### src/rtl/bog_pkg.sv
package bog_pkg;

  localparam int LIMIT_W  = 17;
  localparam int OFFSET_W = 16;
  localparam int VALUE_W  = 16;
  localparam int COUNT_W  = 5;

  localparam logic [LIMIT_W-1:0] LIMIT_RESET = 17'h10000;

  localparam logic CMD_NEXT    = 1'b0;
  localparam logic CMD_RESTART = 1'b1;

  localparam logic REG_INDEX_LIMIT = 1'b0;

  function automatic logic [LIMIT_W-1:0] eff_limit(input logic [LIMIT_W-1:0] raw,
                                                   input logic [LIMIT_W-1:0] top);
    logic [LIMIT_W-1:0] lim;
    lim = (raw == '0) ? LIMIT_W'(1) : raw;
    if (lim > top) begin
      lim = top;
    end
    return lim;
  endfunction

  function automatic logic [COUNT_W-1:0] bits_for(input logic [LIMIT_W-1:0] v);
    logic [COUNT_W-1:0] n;
    n = '0;
    for (int i = 0; i < LIMIT_W; i++) begin
      if (v[i]) begin
        n = COUNT_W'(i + 1);
      end
    end
    return n;
  endfunction

endpackage

### src/rtl/bisect_order_generator.sv
// Next: accepted, then the counter codes are tried in turn (one or two in practice),
//   sharing one reverse/compare unit; stalls there while the output is full.
// Restart: accepted, then one restoring division step per index bit, then the
//   counter is loaded.
// One item at a time; a waiting result does not block acceptance of the next item.
// Reset (rst_ni low, asynchronous): counter cleared, limit set to 65536, output empty.
module bisect_order_generator #(
  parameter int INDEX_BITS = 16
) (
  input  logic                          clk_i,
  input  logic                          rst_ni,
  input  logic                          psel,
  input  logic                          penable,
  input  logic                          pwrite,
  input  logic [2:0]                    paddr,
  input  logic [31:0]                   pwdata,
  output logic [31:0]                   prdata,
  output logic                          pready,
  input  logic                          in_valid_i,
  output logic                          in_stall_o,
  input  logic                          command_i,
  input  logic [bog_pkg::OFFSET_W-1:0]  start_offset_i,
  output logic                          out_valid_o,
  input  logic                          out_stall_i,
  output logic [bog_pkg::VALUE_W-1:0]   index_value_o
);
  import bog_pkg::*;

  localparam int CW = INDEX_BITS;
  localparam int NW = (INDEX_BITS < LIMIT_W) ? INDEX_BITS : LIMIT_W;
  localparam int DW = LIMIT_W + 1;
  localparam int TopLimInt = (INDEX_BITS >= LIMIT_W) ? ((1 << LIMIT_W) - 1)
                                                     : (1 << INDEX_BITS);
  localparam logic [LIMIT_W-1:0] TopLim = TopLimInt[LIMIT_W-1:0];
  localparam logic [LIMIT_W-1:0] EffReset = (LIMIT_RESET > TopLim) ? TopLim : LIMIT_RESET;

  localparam logic [1:0] ST_IDLE = 2'd0;
  localparam logic [1:0] ST_NEXT = 2'd1;
  localparam logic [1:0] ST_DIV  = 2'd2;

  logic [1:0]          state_q, state_d;
  logic [LIMIT_W-1:0]  limit_q, eff_lim_q;
  logic [COUNT_W-1:0]  nbits_q;
  logic [CW-1:0]       counter_q, counter_d;
  logic [LIMIT_W-1:0]  rem_q, rem_d;
  logic [NW-1:0]       quot_q, quot_d;
  logic [COUNT_W-1:0]  cnt_q, cnt_d;
  logic                out_valid_q, out_valid_d;
  logic [VALUE_W-1:0]  value_q, value_d;

  logic                cfg_we;
  logic [LIMIT_W-1:0]  wr_lim;
  logic                in_accept;
  logic                out_free;
  logic [CW-1:0]       cmask, cur, cur_inc;
  logic [NW-1:0]       rev_full, rev;
  logic [COUNT_W-1:0]  shamt;
  logic [DW-1:0]       lim_ext, rem2, cmp_a;
  logic                ge;

  assign pready = 1'b1;
  assign cfg_we = psel && penable && pwrite && (paddr[2] == REG_INDEX_LIMIT);
  assign wr_lim = eff_limit(pwdata[LIMIT_W-1:0], TopLim);
  assign prdata = (paddr[2] == REG_INDEX_LIMIT) ? 32'(limit_q) : 32'd0;

  assign in_stall_o  = (state_q != ST_IDLE);
  assign in_accept   = in_valid_i && !in_stall_o;
  assign out_valid_o = out_valid_q;
  assign index_value_o = value_q;
  assign out_free    = !out_valid_q || !out_stall_i;

  // shared reverse and compare unit
  assign cmask   = (CW'(1) << nbits_q) - CW'(1);
  assign cur     = counter_q & cmask;
  assign cur_inc = (cur + CW'(1)) & cmask;
  always_comb begin
    for (int i = 0; i < NW; i++) begin
      rev_full[i] = cur[NW-1-i];
    end
  end
  assign shamt   = COUNT_W'(NW) - nbits_q;
  assign rev     = rev_full >> shamt;
  assign lim_ext = {1'b0, eff_lim_q};
  assign rem2    = {rem_q, 1'b0};

  always_comb begin
    unique case (state_q)
      ST_NEXT: cmp_a = DW'(rev);
      ST_DIV:  cmp_a = rem2;
      default: cmp_a = DW'(start_offset_i);
    endcase
  end
  assign ge = (cmp_a >= lim_ext);

  always_comb begin
    state_d     = state_q;
    counter_d   = counter_q;
    rem_d       = rem_q;
    quot_d      = quot_q;
    cnt_d       = cnt_q;
    value_d     = value_q;
    out_valid_d = out_valid_q && out_stall_i;
    unique case (state_q)
      ST_NEXT: begin
        if (ge) begin
          counter_d = cur_inc;
        end else if (out_free) begin
          counter_d   = cur_inc;
          value_d     = VALUE_W'(rev);
          out_valid_d = 1'b1;
          state_d     = ST_IDLE;
        end
      end
      ST_DIV: begin
        if (cnt_q == '0) begin
          counter_d = CW'(quot_q);
          state_d   = ST_IDLE;
        end else begin
          rem_d  = LIMIT_W'(ge ? (rem2 - lim_ext) : rem2);
          quot_d = NW'({quot_q, ge});
          cnt_d  = cnt_q - COUNT_W'(1);
        end
      end
      default: begin
        state_d = ST_IDLE;
        if (in_accept) begin
          if (command_i == CMD_RESTART) begin
            rem_d   = ge ? (eff_lim_q - LIMIT_W'(1)) : LIMIT_W'(start_offset_i);
            quot_d  = '0;
            cnt_d   = nbits_q;
            state_d = ST_DIV;
          end else begin
            state_d = ST_NEXT;
          end
        end
      end
    endcase
  end

  always_ff @(posedge clk_i or negedge rst_ni) begin
    if (!rst_ni) begin
      state_q     <= ST_IDLE;
      counter_q   <= '0;
      out_valid_q <= 1'b0;
      limit_q     <= LIMIT_RESET;
      eff_lim_q   <= EffReset;
      nbits_q     <= bits_for(EffReset - LIMIT_W'(1));
      cnt_q       <= '0;
    end else begin
      state_q     <= state_d;
      counter_q   <= counter_d;
      out_valid_q <= out_valid_d;
      cnt_q       <= cnt_d;
      if (cfg_we) begin
        limit_q   <= pwdata[LIMIT_W-1:0];
        eff_lim_q <= wr_lim;
        nbits_q   <= bits_for(wr_lim - LIMIT_W'(1));
      end
    end
  end

  always_ff @(posedge clk_i) begin
    rem_q   <= rem_d;
    quot_q  <= quot_d;
    value_q <= value_d;
  end

  a_value_below_limit: assert property (@(posedge clk_i) disable iff (!rst_ni)
    out_valid_o |-> ({1'b0, index_value_o} < {1'b0, eff_lim_q}))
    else $error("index beyond limit");

  a_rem_below_limit: assert property (@(posedge clk_i) disable iff (!rst_ni)
    (state_q == ST_DIV) |-> ((rem_q < eff_lim_q) && (cnt_q <= nbits_q)))
    else $error("division state out of range");

  a_next_enters_search: assert property (@(posedge clk_i) disable iff (!rst_ni)
    (in_accept && (command_i == CMD_NEXT)) |=> (state_q == ST_NEXT))
    else $error("next beat did not start search");

  a_restart_no_result: assert property (@(posedge clk_i) disable iff (!rst_ni)
    (state_q == ST_DIV) && out_valid_o && !out_stall_i |=> !out_valid_o)
    else $error("restart produced a result");

endmodule
### config.mk
export PLATFORM = sky130hd
export DESIGN_NAME = bisect_order_generator
export DESIGN_NICKNAME = d
export VERILOG_FILES = /design/src/rtl/bog_pkg.sv /design/src/rtl/bisect_order_generator.sv
export SDC_FILE = /design/constraint.sdc
export NUM_CORES = 1
export LEC_CHECK = 0
export ABC_AREA = 1
export BUFFER_PORTS_ARGS = -buffer_cell sky130_fd_sc_hd__buf_2
export CORE_UTILIZATION = 49
export DETAILED_ROUTE_END_ITERATION = 10
export HOLD_SLACK_MARGIN = 0.03
export PLACE_DENSITY = 0.69
export SYNTH_ARGS = -nofsm -noshare
export SYNTH_HDL_FRONTEND = slang
export SYNTH_SLANG_ARGS = --single-unit
### constraint.sdc
create_clock -name clk_i -period 5.5 [get_ports clk_i]
set_input_delay 1.375 -clock clk_i [delete_from_list [all_inputs] [get_ports clk_i]]
set_output_delay 1.375 -clock clk_i [all_outputs]
set_load 0.1 [all_outputs]
==> After elaboration in Yosys (flattened, before gate mapping) <==
Index checks and enable logic that the tools add are counted.
{ "word_totals": {"reg_bits": 112, "in_bits": 59, "word_cells": 100, "out_inout_bits": 51} }
{ "op_classes": {"n_mux": 48, "reduce_logical": 19, "bitwise_logic": 5, "order_cmp": 2, "n_eq_ne": 7, "n_shift": 2, "add_sub_neg": 7} }
{ "op_table": {"columns": ["operator", "count"], "rows": [
  ["17-bit two-way mux", 8],
  ["16-bit two-way mux", 6],
  ["5-bit two-way mux", 19],
  ["16-bit one-hot mux with 2 select lines", 2],
  ["18-bit one-hot mux with 2 select lines", 1],
  ["17-bit one-hot mux with 2 select lines", 1],
  ["17-bit by 1-bit subtractor with 17-bit output (second input constant)", 2],
  ["16-bit AND", 2],
  ["18-bit by 17-bit >= comparator with 1-bit output", 1],
  ["17-bit greater-than comparator (second input constant)", 1],
  ["17-bit zero test", 1],
  ["17-bit subtractor", 1],
  ["16-bit by 1-bit adder with 16-bit output (second input constant)", 1],
  ["1-bit by 5-bit << shifter with 16-bit output (first input constant)", 1],
  ["16-bit by 5-bit right shift with 16-bit output", 1],
  ["16-bit by 2-bit subtractor with 16-bit output (second input constant)", 1],
  ["2-bit two-way mux", 5],
  ["5-bit one-hot mux with 2 select lines", 1],
  ["3-bit AND reduction", 3],
  ["2-bit != test (second input constant)", 4],
  ["2-bit nonzero test", 4],
  ["1-bit logical AND", 5],
  ["5-bit zero test", 1],
  ["5-bit by 1-bit subtractor with 5-bit output (second input constant)", 1],
  ["10 further kinds", 17]
]} }

==> Logic depth before layout (Yosys ltp) <==
Gate-level depths: netlist of run 1.
{ "logic_depth": {"word_depth": 22, "mapped_depth": 42, "depth_no_buf": 40} }

==> Least setup slack after synthesis of run 1 <==
OpenSTA, ideal clock, no wires.
{ "synth_path": {"path_type": "register -> register", "startpoint": "register nbits_q[0]", "endpoint": "register value_q[0] (netlist: index_value_o[0]), enable pin", "synth_period_minus_slack_ns": 5.613, "n_path_buf": 1, "required_time_ns": 5.112, "slack_ns": -0.113, "arrival_time_ns": 5.224, "path_stages_with_launch": 34, "path_cell_list": "dfrtp_1 -> inv_1 -> clkbuf_1 -> ha_1 -> ha_1 -> inv_1 -> nor2_4 -> inv_1 -> ha_1 -> nand2_2 -> xor2_1 -> inv_1 -> nand2_1 -> inv_2 -> o21ai_0 -> or2_2 -> o21ai_0 -> o21ai_1 -> a211oi_2 -> nand2_1 -> a31oi_1 -> ha_1 -> a21oi_1 -> nor2_1 -> a211oi_1 -> o21ai_0 -> a21oi_1 -> nand3b_1 -> nand2_1 -> a21oi_1 -> nand2_1 -> inv_1 -> nand2_1 -> nor2_1"} }
{ "synth_between": {"elab_chain_cells": 8} }
{ "synth_rtl": {"columns": ["element", "line_no", "text"], "rows": [
  ["start, declared", "bisect_order_generator.sv:43", "logic [COUNT_W-1:0] nbits_q;"],
  ["start signal, assigned", "bisect_order_generator.sv:147", "nbits_q <= bits_for(EffReset - LIMIT_W'(1));"],
  ["start signal, assigned", "bisect_order_generator.sv:157", "nbits_q <= bits_for(wr_lim - LIMIT_W'(1));"],
  ["1-bit by 5-bit << shifter with 16-bit output", "bisect_order_generator.sv:73", "assign cmask = (CW'(1) << nbits_q) - CW'(1);"],
  ["16-bit by 2-bit subtractor with 16-bit output", "bisect_order_generator.sv:73", null],
  ["16-bit AND", "bisect_order_generator.sv:74", "assign cur = counter_q & cmask;"],
  ["16-bit by 5-bit right shift with 16-bit output *", "bisect_order_generator.sv:82", "assign rev = rev_full >> shamt;"],
  ["named net rev[7]", "bisect_order_generator.sv:56", "logic [NW-1:0] rev_full, rev;"],
  ["18-bit one-hot mux with 2 select lines *", "bisect_order_generator.sv:87", "unique case (state_q)"],
  ["18-bit by 17-bit >= comparator with 1-bit output *", "bisect_order_generator.sv:93", "assign ge = (cmp_a >= lim_ext);"],
  ["1-bit inverter (no source line) *", null, null],
  ["3-bit AND reduction (no source line) *", null, null],
  ["end signal, assigned", "bisect_order_generator.sv:165", "value_q <= value_d;"],
  ["end, declared", "bisect_order_generator.sv:49", "logic [VALUE_W-1:0] value_q, value_d;"]
]} }
The timed path passes the listed nets; every way through them passes the cells marked *.
A chain may end at the register's enable or synchronous reset.

==> Worst setup path in the final report of run 1 <==
{ "layout_path": {"startpoint": "register nbits_q[0]", "endpoint": "register rem_q[16], data pin"} }
{ "layout_between": {"elab_chain_cells": 10} }
{ "layout_rtl": {"columns": ["element", "line_no", "text"], "rows": [
  ["1-bit by 5-bit << shifter with 16-bit output", "bisect_order_generator.sv:73", null],
  ["16-bit by 2-bit subtractor with 16-bit output", "bisect_order_generator.sv:73", null],
  ["16-bit AND", "bisect_order_generator.sv:74", null],
  ["16-bit by 5-bit right shift with 16-bit output *", "bisect_order_generator.sv:82", null],
  ["18-bit one-hot mux with 2 select lines *", "bisect_order_generator.sv:87", null],
  ["18-bit by 17-bit >= comparator with 1-bit output *", "bisect_order_generator.sv:93", null],
  ["17-bit two-way mux", "bisect_order_generator.sv:128", "rem_d = ge ? (eff_lim_q - LIMIT_W'(1)) : LIMIT_W'(start_offset_i);"],
  ["17-bit two-way mux", "bisect_order_generator.sv:127", "if (command_i == CMD_RESTART) begin"],
  ["17-bit two-way mux", "bisect_order_generator.sv:126", "if (in_accept) begin"],
  ["17-bit one-hot mux with 2 select lines *", "bisect_order_generator.sv:103", "unique case (state_q)"],
  ["named net rem_d[16]", "bisect_order_generator.sv:45", "logic [LIMIT_W-1:0] rem_q, rem_d;"],
  ["end signal, assigned", "bisect_order_generator.sv:163", "rem_q <= rem_d;"],
  ["end, declared", "bisect_order_generator.sv:45", null]
]} }
The timed path passes the listed nets; every way through them passes the cells marked *. The select of a mux whose other input is x is not followed.

==> key figures, run 1 <==
Critical path
  – Worst EP required: 5600 ps
  – Crit Path Class: reg -> reg
  – Max incr delay on CP: 420 ps
  – CP max stage cell: dfrtp_2
  – Worst-path fanout max: 5
  – Worst Path Arrival: 5370 ps
  – Startpoint class of the critical path: flop
  – Most common cell on crit path: nand2_1
  – Crit end category: flop

Synthesis
  – Post-synth cell types: 58
  – Average size of a mapped cell: 7.17 um2
  – Synth Area in Adders: 7.03%
  – Synth Area in Compound Gates: 16.5%
  – Dominant synthesized flop cell: dfrtp_1
  – Cells after Synth: 1231
  – Ys async rst share: 56.3%
  – Mux contribution to synthesized area: 0.340%
  – Synth Cell Area: 8830 um2
  – Sequential area share after synthesis: 34.6%
  – Flop and latch count out of synthesis: 112
  – XOR/XNOR Fraction of Synth Area: 4.65%
  – Synth Warn #: 0
  – Post-synth EDFFs: 49
  – Main combinational cell family by area after synthesis: simple AND/OR/NAND/NOR gates
  – Post-Synth Simple-Gate Area: 26.7%

Place
  – HPWL after DPL: 17300 um
  – Routability-driven placement congestion ratio: 0.915
  – Port Buffers: 76

STA
  – # setup viols final: 0
  – RSZ-0062 raised after global routing: true
  – Worst slew pin tran: 879 ps
  – Relative slew slack: 41.4%
  – Hold slack: 495 ps
  – Post-layout minimum cycle time: 5270 ps
  – F_max: 190 MHz
  – Worst clock skew: 13.6 ps
  – Slew Viols, Final: 0
  – Tcrit/Tclk final: 95.8%
  – Final Hold Viols: 0

Global routing
  – First-pass GRT wire length: 37100 um
  – Maximum number of pins on one net before global-route repair: 64
  – Vias in the first global route: 7512
  – Overflow after GRT: 0
  – Initial antenna violation count: 0
  – GR Util All Layers: 25.6%

Finish
  – Share of cells above drive strength 1: 18.5%
  – Commonest non-fill, non-tap cells in the layout: nand2_1 (267), inv_1 (143), nor2_1 (141)
  – Area Growth Syn to Fin: 16.2%
  – Commonest non-fill, non-tap cell in the layout: nand2_1
  – Nets: 1431
  – Antenna Cells: 0

Job
  – Max-Cap Viols: 0

Die
  – Die Wd: 136 um
  – Io pins: 110
  – Cell Rows: 48
  – DIE AREA: 18600 um2
  – Core ar.: 17400 um2
  – Die Ht: 136 um
  – Initial Util: 50.7%

Clock network
  – Clk sinks: 112
  – Clock Pin Slew Worst Setup and Hold Paths: 70 ps
  – Root buf cell: clkbuf_16
  – Cts bufs inserted: 9
  – CTS Buffer Depth: 2
  – CTS tree: done
  – Worst-skew pair later-pin latency: 370 ps
  – Cts hold-fix bufs: 0
  – CTS HTree Levels: 3

Run status
  – Status: finished, final reports clean

Drt
  – Routed wire per std cell: 15.0 um
  – Number of remaining DRC errors: 0
  – DRT iter0 DRCs: 530
  – Vias/cell: 5.38
  – Via count: 8360
  – TritonRoute pass-1 iters: 5
  – Routed Wire Length: 23300 um
  – Routed Antenna Nets: 0

Min path
  – Hold Path Class: reg -> reg

Power
  – Peak VDD IR: 0.553 mV
  – Lkg Pwr: 4.74 nW
  – P per Cell Area: 570 nW/um2
  – Power Total: 5.85 mW
[worst max-delay path, delay by kind of cell, from the launching register on]
family,cells,cell delay [ps]
adder cells (fa/ha/maj),3,600
buffers and inverters,4,460
AO/OA/AOI/OAI,12,1690
XOR/XNOR,1,240
flip-flops,1,420
AND/OR/NAND/NOR,13,1580
[flip-flops by register name, summed over array words and instances, names as in the netlist]
signal         count
eff_lim_q         17
limit_q           17
rem_q             17
counter_q         16
index_value_o     16
quot_q            16
cnt_q              5
nbits_q            5
state_q            2
out_valid_o        1
[logic make-up after synthesis]
family,after synthesis
and+or+nand+nor,541
AOI/OAI and AO/OA,259
buffers and inverters,219
DFF,112
adders and majority gates,49
xor gates and xnor gates,46
muxes,3
other,2
[layer usage]
metal	part of all wire, %	GRT usage (%)
met5	0	0
met4	2.4	9.57
met3	5.5	3.73
met2	44	39.5
met1	48	36.2
[layout make-up]
class | count | area, um2
fillers | 1680 | 7150
multi-input cells | 914 | 5180
flip-flops and latches | 112 | 3050
repair buffers | 124 | 832
inverters | 162 | 618
well taps | 225 | 282
clock buffers | 11 | 254
clock inverters | 5 | 37.5
[power breakdown]
part | switching, mW | internal [mW] | leakage [nW]
Sequential | 0.148 | 1.26 | 1.24
Clock | 0.329 | 0.338 | 0.137
Combinational | 2.52 | 1.26 | 3.36
Total | 2.99 | 2.86 | 4.74
[Yosys cell counts, types with 4 or more instances]
cell type / instances / share of area [%]
nor2_2: 17 / 1.2
o21ai_0: 117 / 6.6
nor2_1: 145 / 6.2
ha_1: 48 / 6.8
xnor2_1: 11 / 1.1
a31oi_1: 27 / 1.9
nand2_2: 7 / 0.50
nor2_4: 6 / 0.77
buf_1: 4 / 0.17
nor3_1: 9 / 0.51
nor4_1: 6 / 0.43
inv_2: 8 / 0.34
a21oi_1: 54 / 3.1
dfrtp_1: 60 / 17
inv_1: 151 / 6.4
o22ai_1: 8 / 0.57
o21ai_1: 17 / 0.96
o21bai_1: 4 / 0.34
clkbuf_1: 33 / 1.4
o211ai_1: 11 / 0.94
buf_4: 16 / 1.4
nor3_2: 4 / 0.45
nand2_1: 273 / 12
nand3_1: 42 / 2.4
nand4_1: 14 / 0.99
xor2_1: 34 / 3.4
edfxtp_1: 49 / 17
[timing repair]
action	in CTS	in global routing
setup endpoints to repair	6	53
gates cloned	0	1
pin swaps	2	29
setup buffers	3	14
gates resized for setup	1	82
hold endpoints to repair	0	0
[final timing paths]
check / from / cells past startpoint / to / slack [ps]
setup reg to reg: nbits_q[0] / 33 / rem_q[16] / 230
hold reg to reg: counter_q[2] / 2 / counter_q[2] / 500
setup / recovery: nbits_q[0] / 33 / rem_q[16] / 230
hold / removal: counter_q[2] / 2 / counter_q[2] / 500
min in group asynchronous: rst_ni / 2 / counter_q[5] / 1170
max in group asynchronous: rst_ni / 2 / nbits_q[0] / 3720
[per-stage QoR]
| step | std cells | setup WS [ps] | setup TNS, ps | util, % | cell area, um2 |
|---|---|---|---|---|---|
| floorplan | 1245 | 139 | 0 | - | 8880 |
| global placement | 1519 | 97.9 | 0 | 54.8 | 9540 |
| detailed placement | 1519 | -28.5 | -28.5 | 54.8 | 9540 |
| CTS | 1538 | 6.04 | 0 | 56.6 | 9860 |
| global route | 1553 | -125 | -2200 | 58.9 | 10300 |
| finish | 1553 | 230 | 0 | 58.9 | 10300 |
Note: power is estimated with default switching activity, not from simulation.
==> run 2, diff against run 1 <==
--- a/config.mk
+++ b/config.mk
@@ -8,7 +8,9 @@
 export ABC_AREA = 1
 export BUFFER_PORTS_ARGS = -buffer_cell sky130_fd_sc_hd__buf_2
 export CORE_UTILIZATION = 49
+export CTS_CLUSTER_SIZE = 20
 export DETAILED_ROUTE_END_ITERATION = 10
+export GPL_TIMING_DRIVEN = 0
 export HOLD_SLACK_MARGIN = 0.03
 export PLACE_DENSITY = 0.69
 export SYNTH_ARGS = -nofsm -noshare
==> key figures, run 2 (synthesis gave the netlist of run 1 again) <==
Die
  – Die Ht: 136 um (unchanged)
  – Die Wd: 136 um (unchanged)
  – Core ar.: 17400 um2 (unchanged)
  – DIE AREA: 18600 um2 (unchanged)
  – Io pins: 110 (unchanged)
  – Initial Util: 50.7% (unchanged)
  – Cell Rows: 48 (unchanged)

STA
  – F_max: 185 MHz (-2.6%)
  – Final Hold Viols: 0 (unchanged)
  – Hold slack: 490 ps (-5.55 ps)
  – Tcrit/Tclk final: 98.4% (+2.6 points)
  – Post-layout minimum cycle time: 5410 ps (+140 ps)
  – Worst clock skew: 13.5 ps (-0.115 ps)
  – Relative slew slack: 43.2% (+1.8 points)
  – RSZ-0062 raised after global routing: true
  – Worst slew pin tran: 852 ps (-26.7 ps)
  – # setup viols final: 0 (unchanged)
  – Slew Viols, Final: 0 (unchanged)

Power
  – Lkg Pwr: 4.86 nW (+2.7%)
  – Power Total: 6.13 mW (+4.8%)
  – P per Cell Area: 581 nW/um2 (+1.9%)
  – Peak VDD IR: 0.367 mV (-34%)

Drt
  – Routed Wire Length: 26400 um (+13%)
  – TritonRoute pass-1 iters: 5 (unchanged)
  – Vias/cell: 5.52 (+2.6%)
  – Via count: 8830 (+5.6%)
  – Routed Antenna Nets: 0 (unchanged)
  – DRT iter0 DRCs: 702 (+32%)
  – Number of remaining DRC errors: 0 (unchanged)
  – Routed wire per std cell: 16.5 um (+10%)

Critical path
  – Worst Path Arrival: 5660 ps (+290 ps)
  – Worst EP required: 5750 ps (+150 ps)
  – Register-to-register setup slack: 90 ps (-140 ps)
  – Max incr delay on CP: 430 ps (about the same)
  – CP max stage cell: dfrtp_1
  – Most common cell on crit path: nand2_2
  – Worst-path fanout max: 7 (+2)
  – Crit Path Class: reg -> reg
  – Startpoint class of the critical path: flop
  – Crit end category: flop

Clock network
  – Cts bufs inserted: 9 (unchanged)
  – Root buf cell: clkbuf_16
  – CTS tree: done
  – CTS Buffer Depth: 2 (unchanged)
  – Clk sinks: 112 (unchanged)
  – CTS HTree Levels: 3 (unchanged)
  – Clock Pin Slew Worst Setup and Hold Paths: 80 ps (about the same)
  – Worst-skew pair later-pin latency: 380 ps (about the same)

Finish
  – Sequential cell area: 3050 um2 (about the same)
  – Area of the multi-input gates: 5270 um2 (+1.6%)
  – Commonest non-fill, non-tap cell in the layout: nand2_1
  – Area Growth Syn to Fin: 19.5%
  – Biggest regs: eff_lim_q: 17 flops, limit_q: 17 flops, rem_q: 17 flops
  – Finished Layout Cells: 1599 (+3.0%)
  – Fillers: 1639 (-2.4%)
  – Post-layout util: 60.6% (+1.6 points)
  – Design Area, Final: 10500 um2 (+2.8%)
  – Commonest non-fill, non-tap cells in the layout: nand2_1 (264), inv_1 (144), nor2_1 (133)
  – Nets: 1476 (+3.1%)
  – Share of cells above drive strength 1: 20.5% (+1.9 points)

Global routing
  – Maximum number of pins on one net before global-route repair: 64 (unchanged)
  – First-pass GRT wire length: 40600 um (+9.5%)
  – GR Util All Layers: 28.9% (+3.3 points)
  – Initial antenna violation count: 2 (+2)
  – Vias in the first global route: 7865 (+4.7%)
  – Overflow after GRT: 0 (unchanged)

Place
  – Placed insts: 1546 (+1.8%)
  – Routability-driven placement congestion ratio: 0.936 (+2.4%)
  – Placed cell area: 9560 um2 (+0.21%)
  – Port Buffers: 75 (-1.3%)
  – HPWL after DPL: 19600 um (+14%)

Run status
  – Status: finished, final reports clean

Job
  – Max-Cap Viols: 0 (unchanged)

Min path
  – Hold Path Class: reg -> reg
-- run 2: cell count changes in the layout (fill, tap and decap cells not counted), moves of 4 or more --
cell	previous run	this run
o21ai_2	6	13
nand2_2	9	13
nor2_4	8	12
buf_1	0	4
clkbuf_1	1	24
nor2_1	141	133
o21ai_0	102	97
nor2_2	19	23
buf_4	39	51
-- run 2: cell type report --
class | count | area share [%]
antenna | 1 | 0.0237
buffer | 57 | 3.24
clock buffer | 10 | 2.17
clock inverter | 6 | 0.403
inverter | 162 | 5.96
multi-input combinational | 914 | 49.9
sequential | 112 | 28.9
tap | 225 | 2.67
timing repair buffer | 112 | 6.66
-- run 2: repair_timing --
| item | CTS | global route |
|---|---|---|
| resized for setup | 47 | 89 |
| gates cloned | 0 | 1 |
| endpoints found under the hold margin | 0 | 0 |
| pin swaps | 14 | 44 |
| setup buffers | 10 | 25 |
| hold buffers | 0 | 0 |
| setup endpoints to repair | 53 | 53 |
-- run 2: critical path, delay by kind of cell, from the launching register on --
kind	cells	cell delay [ps]
flops	1	430
xor+xnor	1	290
compound gates	9	1290
fa+ha+maj	3	600
simple gates	17	1990
buf+inv	7	690
-- run 2: per-stage QoR --
step	TNS [ps]	setup WS [ps]
3_3_place_gp	-67320	-1420
4_1_cts	0	2.63
5_1_grt	-2500	-138
3_5_place_dp	-70250	-1510
2_1_floorplan	0	139
6_report	0	89.9
-- run 2: path summary, 6_finish.rpt --
path	cells after the start	start	endpoint
min in group asynchronous	1	rst_ni	counter_q[2]
worst min register to register	2	counter_q[6]	counter_q[6]
worst min-delay path	2	counter_q[6]	counter_q[6]
worst max register to register	37	nbits_q[0]	counter_q[14]
max in group asynchronous	1	rst_ni	nbits_q[2]
worst max-delay path	37	nbits_q[0]	counter_q[14]
-- run 2: power breakdown --
| part | total [mW] | switching [mW] | internal [mW] |
|---|---|---|---|
| registers | 1.41 | 0.157 | 1.25 |
| logic | 4.08 | 2.74 | 1.34 |
| clock network | 0.641 | 0.330 | 0.311 |
| total | 6.13 | 3.22 | 2.91 |
-- run 2: layer usage --
layer | share of wire, % | vias up | global-route usage [%]
li1 | - | 4304 | -
met1 | 43 | 4086 | 38.9
met2 | 45 | 371 | 45.9
met3 | 9.1 | 67 | 6.41
met4 | 2.7 | 2 | 9.14
met5 | 0.049 | - | 0
